### src/design/mbpb_pkg.sv
`timescale 1ns / 1ps
// ----------------------------------------------------------------------------
// mbpb_pkg: shared types and constants of the monochrome bitmap blitter
// Register indexes, orientation codes and the byte descriptor that travels
// from the front end through the queue to the pixel back end.
// ----------------------------------------------------------------------------
package mbpb_pkg;

    localparam int COORD_BITS     = 8;
    localparam int BYTE_BITS      = 8;
    localparam int CFG_INDEX_BITS = 3;
    localparam int CFG_DATA_BITS  = 8;
    localparam int QUEUE_DEPTH    = 2;

    typedef logic [COORD_BITS-1:0] coord_t;

    typedef enum logic [CFG_INDEX_BITS-1:0] {
        REG_ORIGIN_X      = 3'd0,
        REG_ORIGIN_Y      = 3'd1,
        REG_BITMAP_WIDTH  = 3'd2,
        REG_BITMAP_HEIGHT = 3'd3,
        REG_ORIENTATION   = 3'd4,
        REG_INK_COLOR     = 3'd5,
        REG_TRANSPARENT   = 3'd6
    } cfg_reg_t;

    typedef enum logic [1:0] {
        ORIENT_NORMAL    = 2'd0,
        ORIENT_ROTATED   = 2'd1,
        ORIENT_VFLIP     = 2'd2,
        ORIENT_TRANSPOSE = 2'd3
    } orient_t;

    // Everything the back end needs to turn one source byte into pixel writes.
    typedef struct packed {
        logic [BYTE_BITS-1:0] mask;      // bits that produce a pixel write
        logic [BYTE_BITS-1:0] bits;      // raw source byte, selects the colour
        logic                 ink;
        logic                 col_in_y;  // source column runs along y
        coord_t               fixed;     // coordinate set by the source row
        coord_t               col_base;  // coordinate of bit 0 of this byte
        logic                 done;      // byte ends the bitmap
    } desc_t;

endpackage

### src/design/mbpb_front.sv
`timescale 1ns / 1ps
// ----------------------------------------------------------------------------
// mbpb_front: register file and byte classifier
// Holds the configuration registers and the row/byte counters, and turns each
// accepted source byte into a descriptor for the pixel back end.
// ----------------------------------------------------------------------------
module mbpb_front
    import mbpb_pkg::*;
(
    input  logic                      aclk,
    input  logic                      aresetn,
    input  logic                      cfg_valid,
    output logic                      cfg_ready,
    input  logic [CFG_INDEX_BITS-1:0] cfg_index,
    input  logic [CFG_DATA_BITS-1:0]  cfg_data,
    input  logic                      s_valid,
    output logic                      s_ready,
    input  logic [BYTE_BITS-1:0]      s_bitmap_byte,
    input  logic                      q_full,
    output logic                      q_push,
    output desc_t                     q_data
);

    logic [7:0] origin_x_reg;
    logic [7:0] origin_y_reg;
    logic [7:0] width_reg;
    logic [7:0] height_reg;
    orient_t    orient_reg;
    logic       ink_reg;
    logic       transparent_reg;

    logic [7:0] row_count_reg, row_count_next;
    logic [4:0] byte_in_row_reg, byte_in_row_next;

    logic       accept;
    logic [8:0] width_sum;
    logic [5:0] blen;
    logic       row_end;
    logic       last_row;
    logic [7:0] rev;
    logic [7:0] col_base;
    logic [8:0] col;
    logic [BYTE_BITS-1:0] mask;

    assign cfg_ready = 1'b1;
    assign s_ready   = !q_full;
    assign accept    = s_valid && s_ready;

    always_ff @(posedge aclk) begin
        if (!aresetn) begin
            origin_x_reg    <= 8'd0;
            origin_y_reg    <= 8'd0;
            width_reg       <= 8'd8;
            height_reg      <= 8'd8;
            orient_reg      <= ORIENT_NORMAL;
            ink_reg         <= 1'b1;
            transparent_reg <= 1'b0;
        end else if (cfg_valid && cfg_ready) begin
            case (cfg_reg_t'(cfg_index))
                REG_ORIGIN_X:      origin_x_reg    <= cfg_data[7:0];
                REG_ORIGIN_Y:      origin_y_reg    <= cfg_data[7:0];
                REG_BITMAP_WIDTH:  width_reg       <= cfg_data[7:0];
                REG_BITMAP_HEIGHT: height_reg      <= cfg_data[7:0];
                REG_ORIENTATION:   orient_reg      <= orient_t'(cfg_data[1:0]);
                REG_INK_COLOR:     ink_reg         <= cfg_data[0];
                REG_TRANSPARENT:   transparent_reg <= cfg_data[0];
                default: ;
            endcase
        end
    end

    always_comb begin
        width_sum = {1'b0, width_reg} + 9'd7;
        blen      = width_sum[8:3];
        if (blen == 6'd0) begin
            blen = 6'd1;
        end
        row_end  = ({1'b0, byte_in_row_reg} + 6'd1) >= blen;
        last_row = ({1'b0, row_count_reg} + 9'd1) >= {1'b0, height_reg};
        rev      = height_reg - 8'd1 - row_count_reg;
        col_base = {byte_in_row_reg, 3'b000};

        // A bit writes a pixel when it lies inside the row and is either set
        // or painted in the inverse colour.
        for (int i = 0; i < BYTE_BITS; i++) begin
            col     = {1'b0, col_base} + 9'(i);
            mask[i] = (col < {1'b0, width_reg})
                      && (s_bitmap_byte[i] || !transparent_reg);
        end

        q_data.mask = mask;
        q_data.bits = s_bitmap_byte;
        q_data.ink  = ink_reg;
        q_data.done = row_end && last_row;
        case (orient_reg)
            ORIENT_NORMAL: begin
                q_data.col_in_y = 1'b0;
                q_data.fixed    = origin_y_reg + row_count_reg;
                q_data.col_base = origin_x_reg + col_base;
            end
            ORIENT_ROTATED: begin
                q_data.col_in_y = 1'b1;
                q_data.fixed    = origin_x_reg + rev;
                q_data.col_base = origin_y_reg + col_base;
            end
            ORIENT_VFLIP: begin
                q_data.col_in_y = 1'b0;
                q_data.fixed    = origin_y_reg + rev;
                q_data.col_base = origin_x_reg + col_base;
            end
            default: begin
                q_data.col_in_y = 1'b1;
                q_data.fixed    = origin_x_reg + row_count_reg;
                q_data.col_base = origin_y_reg + col_base;
            end
        endcase

        // Bytes without a single pixel write still move the counters.
        q_push = accept && (mask != '0);

        row_count_next   = row_count_reg;
        byte_in_row_next = byte_in_row_reg;
        if (accept) begin
            if (row_end) begin
                byte_in_row_next = 5'd0;
                row_count_next   = last_row ? 8'd0 : row_count_reg + 8'd1;
            end else begin
                byte_in_row_next = byte_in_row_reg + 5'd1;
            end
        end
    end

    always_ff @(posedge aclk) begin
        if (!aresetn) begin
            row_count_reg   <= 8'd0;
            byte_in_row_reg <= 5'd0;
        end else begin
            row_count_reg   <= row_count_next;
            byte_in_row_reg <= byte_in_row_next;
        end
    end

endmodule

### src/design/mbpb_queue.sv
`timescale 1ns / 1ps
// ----------------------------------------------------------------------------
// mbpb_queue: descriptor queue
// A short first-in first-out buffer that lets the front end run ahead of the
// pixel back end.
// ----------------------------------------------------------------------------
module mbpb_queue
    import mbpb_pkg::*;
(
    input  logic  aclk,
    input  logic  aresetn,
    input  logic  push,
    input  desc_t push_data,
    output logic  full,
    input  logic  pop,
    output logic  not_empty,
    output desc_t head
);

    localparam int PTR_BITS = (QUEUE_DEPTH > 1) ? $clog2(QUEUE_DEPTH) : 1;
    localparam int CNT_BITS = $clog2(QUEUE_DEPTH + 1);

    desc_t               store [QUEUE_DEPTH];
    logic [PTR_BITS-1:0] wr_ptr_reg, wr_ptr_next;
    logic [PTR_BITS-1:0] rd_ptr_reg, rd_ptr_next;
    logic [CNT_BITS-1:0] count_reg, count_next;
    logic                do_push, do_pop;

    assign full      = (count_reg == CNT_BITS'(QUEUE_DEPTH));
    assign not_empty = (count_reg != '0);
    assign head      = store[rd_ptr_reg];
    assign do_push   = push && !full;
    assign do_pop    = pop && not_empty;

    always_comb begin
        wr_ptr_next = wr_ptr_reg;
        rd_ptr_next = rd_ptr_reg;
        count_next  = count_reg;
        if (do_push) begin
            wr_ptr_next = (wr_ptr_reg == PTR_BITS'(QUEUE_DEPTH - 1)) ? '0
                          : wr_ptr_reg + PTR_BITS'(1);
        end
        if (do_pop) begin
            rd_ptr_next = (rd_ptr_reg == PTR_BITS'(QUEUE_DEPTH - 1)) ? '0
                          : rd_ptr_reg + PTR_BITS'(1);
        end
        if (do_push && !do_pop) begin
            count_next = count_reg + CNT_BITS'(1);
        end else if (do_pop && !do_push) begin
            count_next = count_reg - CNT_BITS'(1);
        end
    end

    always_ff @(posedge aclk) begin
        if (!aresetn) begin
            wr_ptr_reg <= '0;
            rd_ptr_reg <= '0;
            count_reg  <= '0;
        end else begin
            wr_ptr_reg <= wr_ptr_next;
            rd_ptr_reg <= rd_ptr_next;
            count_reg  <= count_next;
        end
    end

    always_ff @(posedge aclk) begin
        if (do_push) begin
            store[wr_ptr_reg] <= push_data;
        end
    end

endmodule

### src/design/mbpb_back.sv
`timescale 1ns / 1ps
// ----------------------------------------------------------------------------
// mbpb_back: pixel write sequencer
// Walks the write mask of the current descriptor, one pixel per cycle while the
// result channel accepts, into a registered result stage.
// ----------------------------------------------------------------------------
module mbpb_back
    import mbpb_pkg::*;
(
    input  logic       aclk,
    input  logic       aresetn,
    input  logic       q_not_empty,
    input  desc_t      q_head,
    output logic       q_pop,
    output logic       m_valid,
    input  logic       m_ready,
    output logic [7:0] m_pixel_x,
    output logic [7:0] m_pixel_y,
    output logic       m_pixel_color,
    output logic       m_last_of_byte,
    output logic       m_bitmap_done
);

    desc_t                cur_reg, cur_next;
    logic                 cur_valid_reg, cur_valid_next;
    logic                 m_valid_reg, m_valid_next;
    logic [7:0]           x_reg, y_reg;
    logic                 color_reg, last_reg, done_reg;

    logic [2:0]           idx;
    logic [BYTE_BITS-1:0] mask_left;
    logic                 advance;
    logic                 last;
    coord_t               var_coord;

    always_comb begin
        idx = 3'd0;
        for (int i = BYTE_BITS - 1; i >= 0; i--) begin
            if (cur_reg.mask[i]) begin
                idx = 3'(i);
            end
        end
        mask_left = cur_reg.mask & ~(BYTE_BITS'(1) << idx);
        last      = (mask_left == '0);
        advance   = cur_valid_reg && (!m_valid_reg || m_ready);
        q_pop     = q_not_empty && (!cur_valid_reg || (advance && last));
        var_coord = cur_reg.col_base + coord_t'(idx);

        cur_next       = cur_reg;
        cur_valid_next = cur_valid_reg;
        if (q_pop) begin
            cur_next       = q_head;
            cur_valid_next = 1'b1;
        end else if (advance) begin
            cur_next.mask  = mask_left;
            cur_valid_next = !last;
        end

        m_valid_next = m_valid_reg;
        if (advance) begin
            m_valid_next = 1'b1;
        end else if (m_ready) begin
            m_valid_next = 1'b0;
        end
    end

    always_ff @(posedge aclk) begin
        if (!aresetn) begin
            cur_valid_reg <= 1'b0;
            m_valid_reg   <= 1'b0;
        end else begin
            cur_valid_reg <= cur_valid_next;
            m_valid_reg   <= m_valid_next;
        end
    end

    always_ff @(posedge aclk) begin
        cur_reg <= cur_next;
        if (advance) begin
            x_reg     <= cur_reg.col_in_y ? cur_reg.fixed[7:0] : var_coord[7:0];
            y_reg     <= cur_reg.col_in_y ? var_coord[7:0] : cur_reg.fixed[7:0];
            color_reg <= cur_reg.bits[idx] ? cur_reg.ink : !cur_reg.ink;
            last_reg  <= last;
            done_reg  <= cur_reg.done;
        end
    end

    assign m_valid        = m_valid_reg;
    assign m_pixel_x      = x_reg;
    assign m_pixel_y      = y_reg;
    assign m_pixel_color  = color_reg;
    assign m_last_of_byte = last_reg;
    assign m_bitmap_done  = done_reg;

endmodule

### src/design/mono_bitmap_pixel_blitter.sv
`timescale 1ns / 1ps
// ----------------------------------------------------------------------------
// mono_bitmap_pixel_blitter: one-bit-per-pixel bitmap blitter
// Turns a stream of bitmap bytes, least significant bit leftmost, into pixel
// writes with screen coordinates and colour, in one of four orientations.
// ----------------------------------------------------------------------------
//
// Channel   Direction  Handshake            Payload
// s_        in         s_valid / s_ready    s_bitmap_byte (8)
// m_        out        m_valid / m_ready    m_pixel_x (8), m_pixel_y (8),
//                                           m_pixel_color, m_last_of_byte,
//                                           m_bitmap_done
// cfg_      in         cfg_valid/cfg_ready  cfg_index (3), cfg_data (8)
//
// The back end issues one pixel write per cycle while the result channel
// accepts. Bytes with no writes never enter the descriptor queue. The first
// write of a byte passes through its queue entry, the current descriptor
// register and the result stage.
// Reset is synchronous and active low; it restores the register defaults and
// empties the queue. A stalled result channel fills the two-entry descriptor
// queue, after which s_ready drops until the back end drains an entry.
module mono_bitmap_pixel_blitter
    import mbpb_pkg::*;
(
    input  logic                      aclk,
    input  logic                      aresetn,
    input  logic                      cfg_valid,
    output logic                      cfg_ready,
    input  logic [CFG_INDEX_BITS-1:0] cfg_index,
    input  logic [CFG_DATA_BITS-1:0]  cfg_data,
    input  logic                      s_valid,
    output logic                      s_ready,
    input  logic [7:0]                s_bitmap_byte,
    output logic                      m_valid,
    input  logic                      m_ready,
    output logic [7:0]                m_pixel_x,
    output logic [7:0]                m_pixel_y,
    output logic                      m_pixel_color,
    output logic                      m_last_of_byte,
    output logic                      m_bitmap_done
);

    // Descriptor path from the classifier to the pixel sequencer.
    logic  q_push;
    desc_t q_push_data;
    logic  q_full;
    logic  q_pop;
    logic  q_not_empty;
    desc_t q_head;

    // The front end owns the registers and the row/byte counters. Each byte is
    // classified in the cycle of its transfer, using the registers as they
    // stand, and only bytes that produce at least one write are queued.
    mbpb_front u_front (
        .aclk          (aclk),
        .aresetn       (aresetn),
        .cfg_valid     (cfg_valid),
        .cfg_ready     (cfg_ready),
        .cfg_index     (cfg_index),
        .cfg_data      (cfg_data),
        .s_valid       (s_valid),
        .s_ready       (s_ready),
        .s_bitmap_byte (s_bitmap_byte),
        .q_full        (q_full),
        .q_push        (q_push),
        .q_data        (q_push_data)
    );

    // The queue decouples the input side from the stalls of the result side.
    mbpb_queue u_queue (
        .aclk      (aclk),
        .aresetn   (aresetn),
        .push      (q_push),
        .push_data (q_push_data),
        .full      (q_full),
        .pop       (q_pop),
        .not_empty (q_not_empty),
        .head      (q_head)
    );

    // The back end loads the next descriptor in the same cycle that the last
    // write of the current one issues, so consecutive bytes leave without a
    // gap.
    mbpb_back u_back (
        .aclk           (aclk),
        .aresetn        (aresetn),
        .q_not_empty    (q_not_empty),
        .q_head         (q_head),
        .q_pop          (q_pop),
        .m_valid        (m_valid),
        .m_ready        (m_ready),
        .m_pixel_x      (m_pixel_x),
        .m_pixel_y      (m_pixel_y),
        .m_pixel_color  (m_pixel_color),
        .m_last_of_byte (m_last_of_byte),
        .m_bitmap_done  (m_bitmap_done)
    );

endmodule

### config.mk
export PLATFORM = sky130hd
export DESIGN_NAME = mono_bitmap_pixel_blitter
export DESIGN_NICKNAME = d
export VERILOG_FILES = /design/src/design/mbpb_pkg.sv /design/src/design/mbpb_front.sv /design/src/design/mbpb_queue.sv /design/src/design/mbpb_back.sv /design/src/design/mono_bitmap_pixel_blitter.sv
export SDC_FILE = /design/constraint.sdc
export NUM_CORES = 1
export LEC_CHECK = 0
export BUFFER_PORTS_ARGS = -buffer_cell sky130_fd_sc_hd__buf_4
export CORE_MARGIN = 8
export CORE_UTILIZATION = 28
export DETAILED_ROUTE_END_ITERATION = 16
export MAX_ROUTING_LAYER = met4
export PLACE_DENSITY = 0.44
export RECOVER_POWER = 50
export SLEW_MARGIN = 0
export SYNTH_ARGS = -nofsm -noshare
export SYNTH_HDL_FRONTEND = slang
export SYNTH_SLANG_ARGS = --single-unit
### constraint.sdc
create_clock -name aclk -period 5.9 [get_ports aclk]
set_input_delay 1.18 -clock aclk [delete_from_list [all_inputs] [get_ports aclk]]
set_output_delay 1.18 -clock aclk [all_outputs]
set_load 0.05 [all_outputs]
==> run_results.csv <==
group,metric,value,unit
cts,htree_levels,4,
sta,timing.final.crit_share,70.1,%
sta,tightestPinTransition,2.28,ns
synthesis,syn_nets,898,
outcome,violations,"capacitance limit, slew limit",
critical_path,ff2ff_setup_slack,1.77,ns
floorplan,fp-row-count,66,
sta,setup_ws,1.77,ns
floorplan,initial_utilization,28.5,%
routing,drtAntennaViolNets,0,
cts,clk_latency,0.44,ns
sta,worst_hold_slack,0.424,ns
sta,fin_crit,4.13,ns
cts,cts-root-buf,"clkbuf_16",
grt,grt_max_degree,46,
critical_path,crit_chain,"ha_1 > a21oi_1 > a21oi_1 > a2111oi_0 > nor4_1 > a21oi_1 > and2_1 > buf_4",
synthesis,synth_area_leader_cell,"edfxtp_1",
layout,instances_no_fill,1307,
critical_path,max_stage_delay,0.73,ns
cts,cts_hold_buf,0,
floorplan,dieArea,39300,sq um
routing,drtPass1Iterations,4,
sta,setup_tns,0,ns
synthesis,synth-edff-count,124,
layout,largest_reg_flops,70,
floorplan,ioPinCount,46,
layout,final_nets,936,
power,powerDensity,393,nW/um^2
placement,io_buffers,44,
floorplan,die_w,198,um
critical_path,critical_path.most_common_cell,"a21oi_1",
sta,slew_headroom,-52.3,%
placement,place_area,10100,sq um
critical_path,crit_slowest_cell,"a2111oi_0",
routing,drc_errors,0,
synthesis,synth_cells,814,
sta,slew_violations,104,
grt,grt_pass1_vias,5878,
placement,place_inst,1275,
sta,rsz0062_at_grt,"no",
cts,cts_tree,"yes",
sta,fmax,242,MHz
placement,hpwlAfterDp,15900,um
synthesis,synth_ff_type,"edfxtp_1",
synthesis,ys_warn_count,0,
synthesis,avgSynthCellArea,11.4,sq um
synthesis,ys_seq_area_share,52.1,%
cts,cts_resized,0,
power,power.leakage,3.87,nW
hold_path,hp-class,"register to register",
placement,place_ws,1.67,ns
critical_path,endpoint_kind,"register",
routing,dr.first_iter.drc_count,224,
sta,setup_viol,0,
critical_path,cp_max_fo,20,
critical_path,worst_ep_arrival_time,4.25,ns
critical_path,crit_required,6.02,ns
power,peakVddDrop,0.191,mV
critical_path,r2r_start,"u_front.byte_in_row_reg[1]",
layout,layout-drive-gt1-share,11.4,%
routing,routed_wl,21200,um
outcome,outcome,"finished, violations left",
sta,skew,0.0141,ns
floorplan,dieHeight,198,um
synthesis,syn_area,9310,sq um
layout,n_antenna_cell,0,
layout,fillerInstances,3328,
routing,num_vias,5833,
placement,gp_congestion,0.803,
critical_path,cp-start-kind,"register",
sta,hold_violations,0,
synthesis,ys_types,61,
cts,clock_sinks,180,
cts,postCtsSetupRepairBufs,0,
grt,grtUsageTotal,11.5,%
critical_path,worstSetupStartpoint,"u_front.byte_in_row_reg[1]",
synthesis,synth_top_area_share,40.0,%
cts,cts_buffers,17,
layout,fin_area,10600,sq um
floorplan,core,32600,sq um
routing,avgRoutedWirePerCell,16.3,um
critical_path,worst-setup-path-type,"register to register",
synthesis,synth_area_leaders,"edfxtp_1 (40%), dfxtp_1 (12%), mux2_2 (7.4%), ha_1 (7.3%), a21oi_1 (3.8%)",
grt,antenna_found_initial,0,
hold_path,min_from,"u_back.cur_reg[0]",
cts,clk_pin_slew_worst_paths,0.07,ns
cts,cts_buffer_depth,2,
synthesis,ys_ff_latch,180,
synthesis,async_flop_share,0,%
job,drv_cap,3,
grt,grt.overflow.total,0,
layout,area_growth_syn_to_layout,13.6,%
grt,grt_first_pass_wirelength,33600,um
routing,vias_per_cell,4.46,
worst paths after layout:
| check | to | cells after the start |
|---|---|---|
| worst min register to register | u_back.m_bitmap_done | 0 |
| worst max register to register | u_queue.store[1][14] | 8 |
| worst max-delay path | u_queue.store[1][14] | 8 |
| worst min-delay path | u_back.m_bitmap_done | 0 |
kinds of logic (layout without fill, tap and decap cells):
logic type                 count (synthesis)  count (layout)  synth area share (%)
adders and majority gates                 62              62                  8.77
buffers and inverters                     69             120                  3.04
xor gates and xnor gates                  53              53                  5.14
AOI/OAI and AO/OA                        153             153                  10.6
DFF                                      180             180                  52.1
and+or+nand+nor                          212             212                  10.5
other                                      1               1                0.0403
muxes                                     84              84                  9.85
cell usage after synthesis (3+ instances only):
| cell | n |
|---|---|
| nor2_1 | 45 |
| mux2i_1 | 23 |
| a211oi_1 | 5 |
| mux2_2 | 61 |
| clkbuf_1 | 24 |
| edfxtp_1 | 124 |
| a31oi_1 | 4 |
| nand3b_1 | 4 |
| ha_1 | 54 |
| fa_1 | 6 |
| nand2_1 | 86 |
| xnor2_1 | 36 |
| a2111oi_0 | 4 |
| nor4_1 | 3 |
| o21a_1 | 3 |
| nand3_1 | 18 |
| nand2b_1 | 5 |
| dfxtp_1 | 56 |
| nor2b_1 | 14 |
| and2_1 | 4 |
| a221oi_1 | 3 |
| or3_1 | 3 |
| o21ai_0 | 13 |
| o211ai_1 | 4 |
| o21ai_1 | 5 |
| and3_1 | 3 |
| xor2_1 | 16 |
| o21bai_1 | 8 |
| inv_1 | 39 |
| a21o_1 | 15 |
| or2_2 | 3 |
| nand4_1 | 3 |
| a21oi_1 | 70 |
| nor3_1 | 16 |
power by group:
part           internal, mW  switching, mW  leakage, nW  total (mW)
sequential             1.69          0.133         1.61        1.82
clock                 0.611          0.560        0.295        1.17
combinational         0.428          0.730         1.96        1.16
through the flow:
stage / total power, mW / utilization, %
floorplan: 2.74 / -
detailed placement: 3.09 / 31.0
finish: 4.15 / 32.4
global route: 4.40 / 32.4
global placement: 3.09 / 31.0
CTS: 4.28 / 32.8
placed cells by master, fill, tap and decap left out, types with 17 or more instances in the layout:
cell       count
clkbuf_1      33
nand2_1       86
mux2_1        20
dfxtp_1       56
a21oi_1       70
xnor2_1       36
nand3_1       18
mux2i_1       23
ha_1          54
clkbuf_16     17
inv_1         40
nor2_1        45
edfxtp_1     124
mux2_2        41
critical path: cells and delay by family, from the launching register on:
family                   cells  cell delay (ns)
AND/OR/NAND/NOR              2             0.83
adder cells (fa/ha/maj)      1             0.35
AO/OA/AOI/OAI                4             1.66
buffers and inverters        1             0.41
flip-flops                   1             0.57
routing by layer:
layer / wire (um) / vias to the layer above / track usage [%]
met5: 0 / - / -
met4: 155 / 0 / 3.29
met3: 497 / 4 / 2.38
met2: 9420 / 62 / 17.2
met1: 11200 / 2743 / 15.7
li1: - / 3024 / -
area by class of cell:
cell class / instances / area (sq um) / area share [%]
Clock buffer: 17 / 425 / 4.02
Clock inverter: 15 / 179 / 1.69
Inverter: 41 / 159 / 1.50
Multi-Input combinational cell: 565 / 4180 / 39.6
Sequential cell: 180 / 4840 / 45.8
Tap cell: 442 / 553 / 5.23
Timing Repair Buffer: 47 / 229 / 2.17
Power figures use the tool's default switching activity.
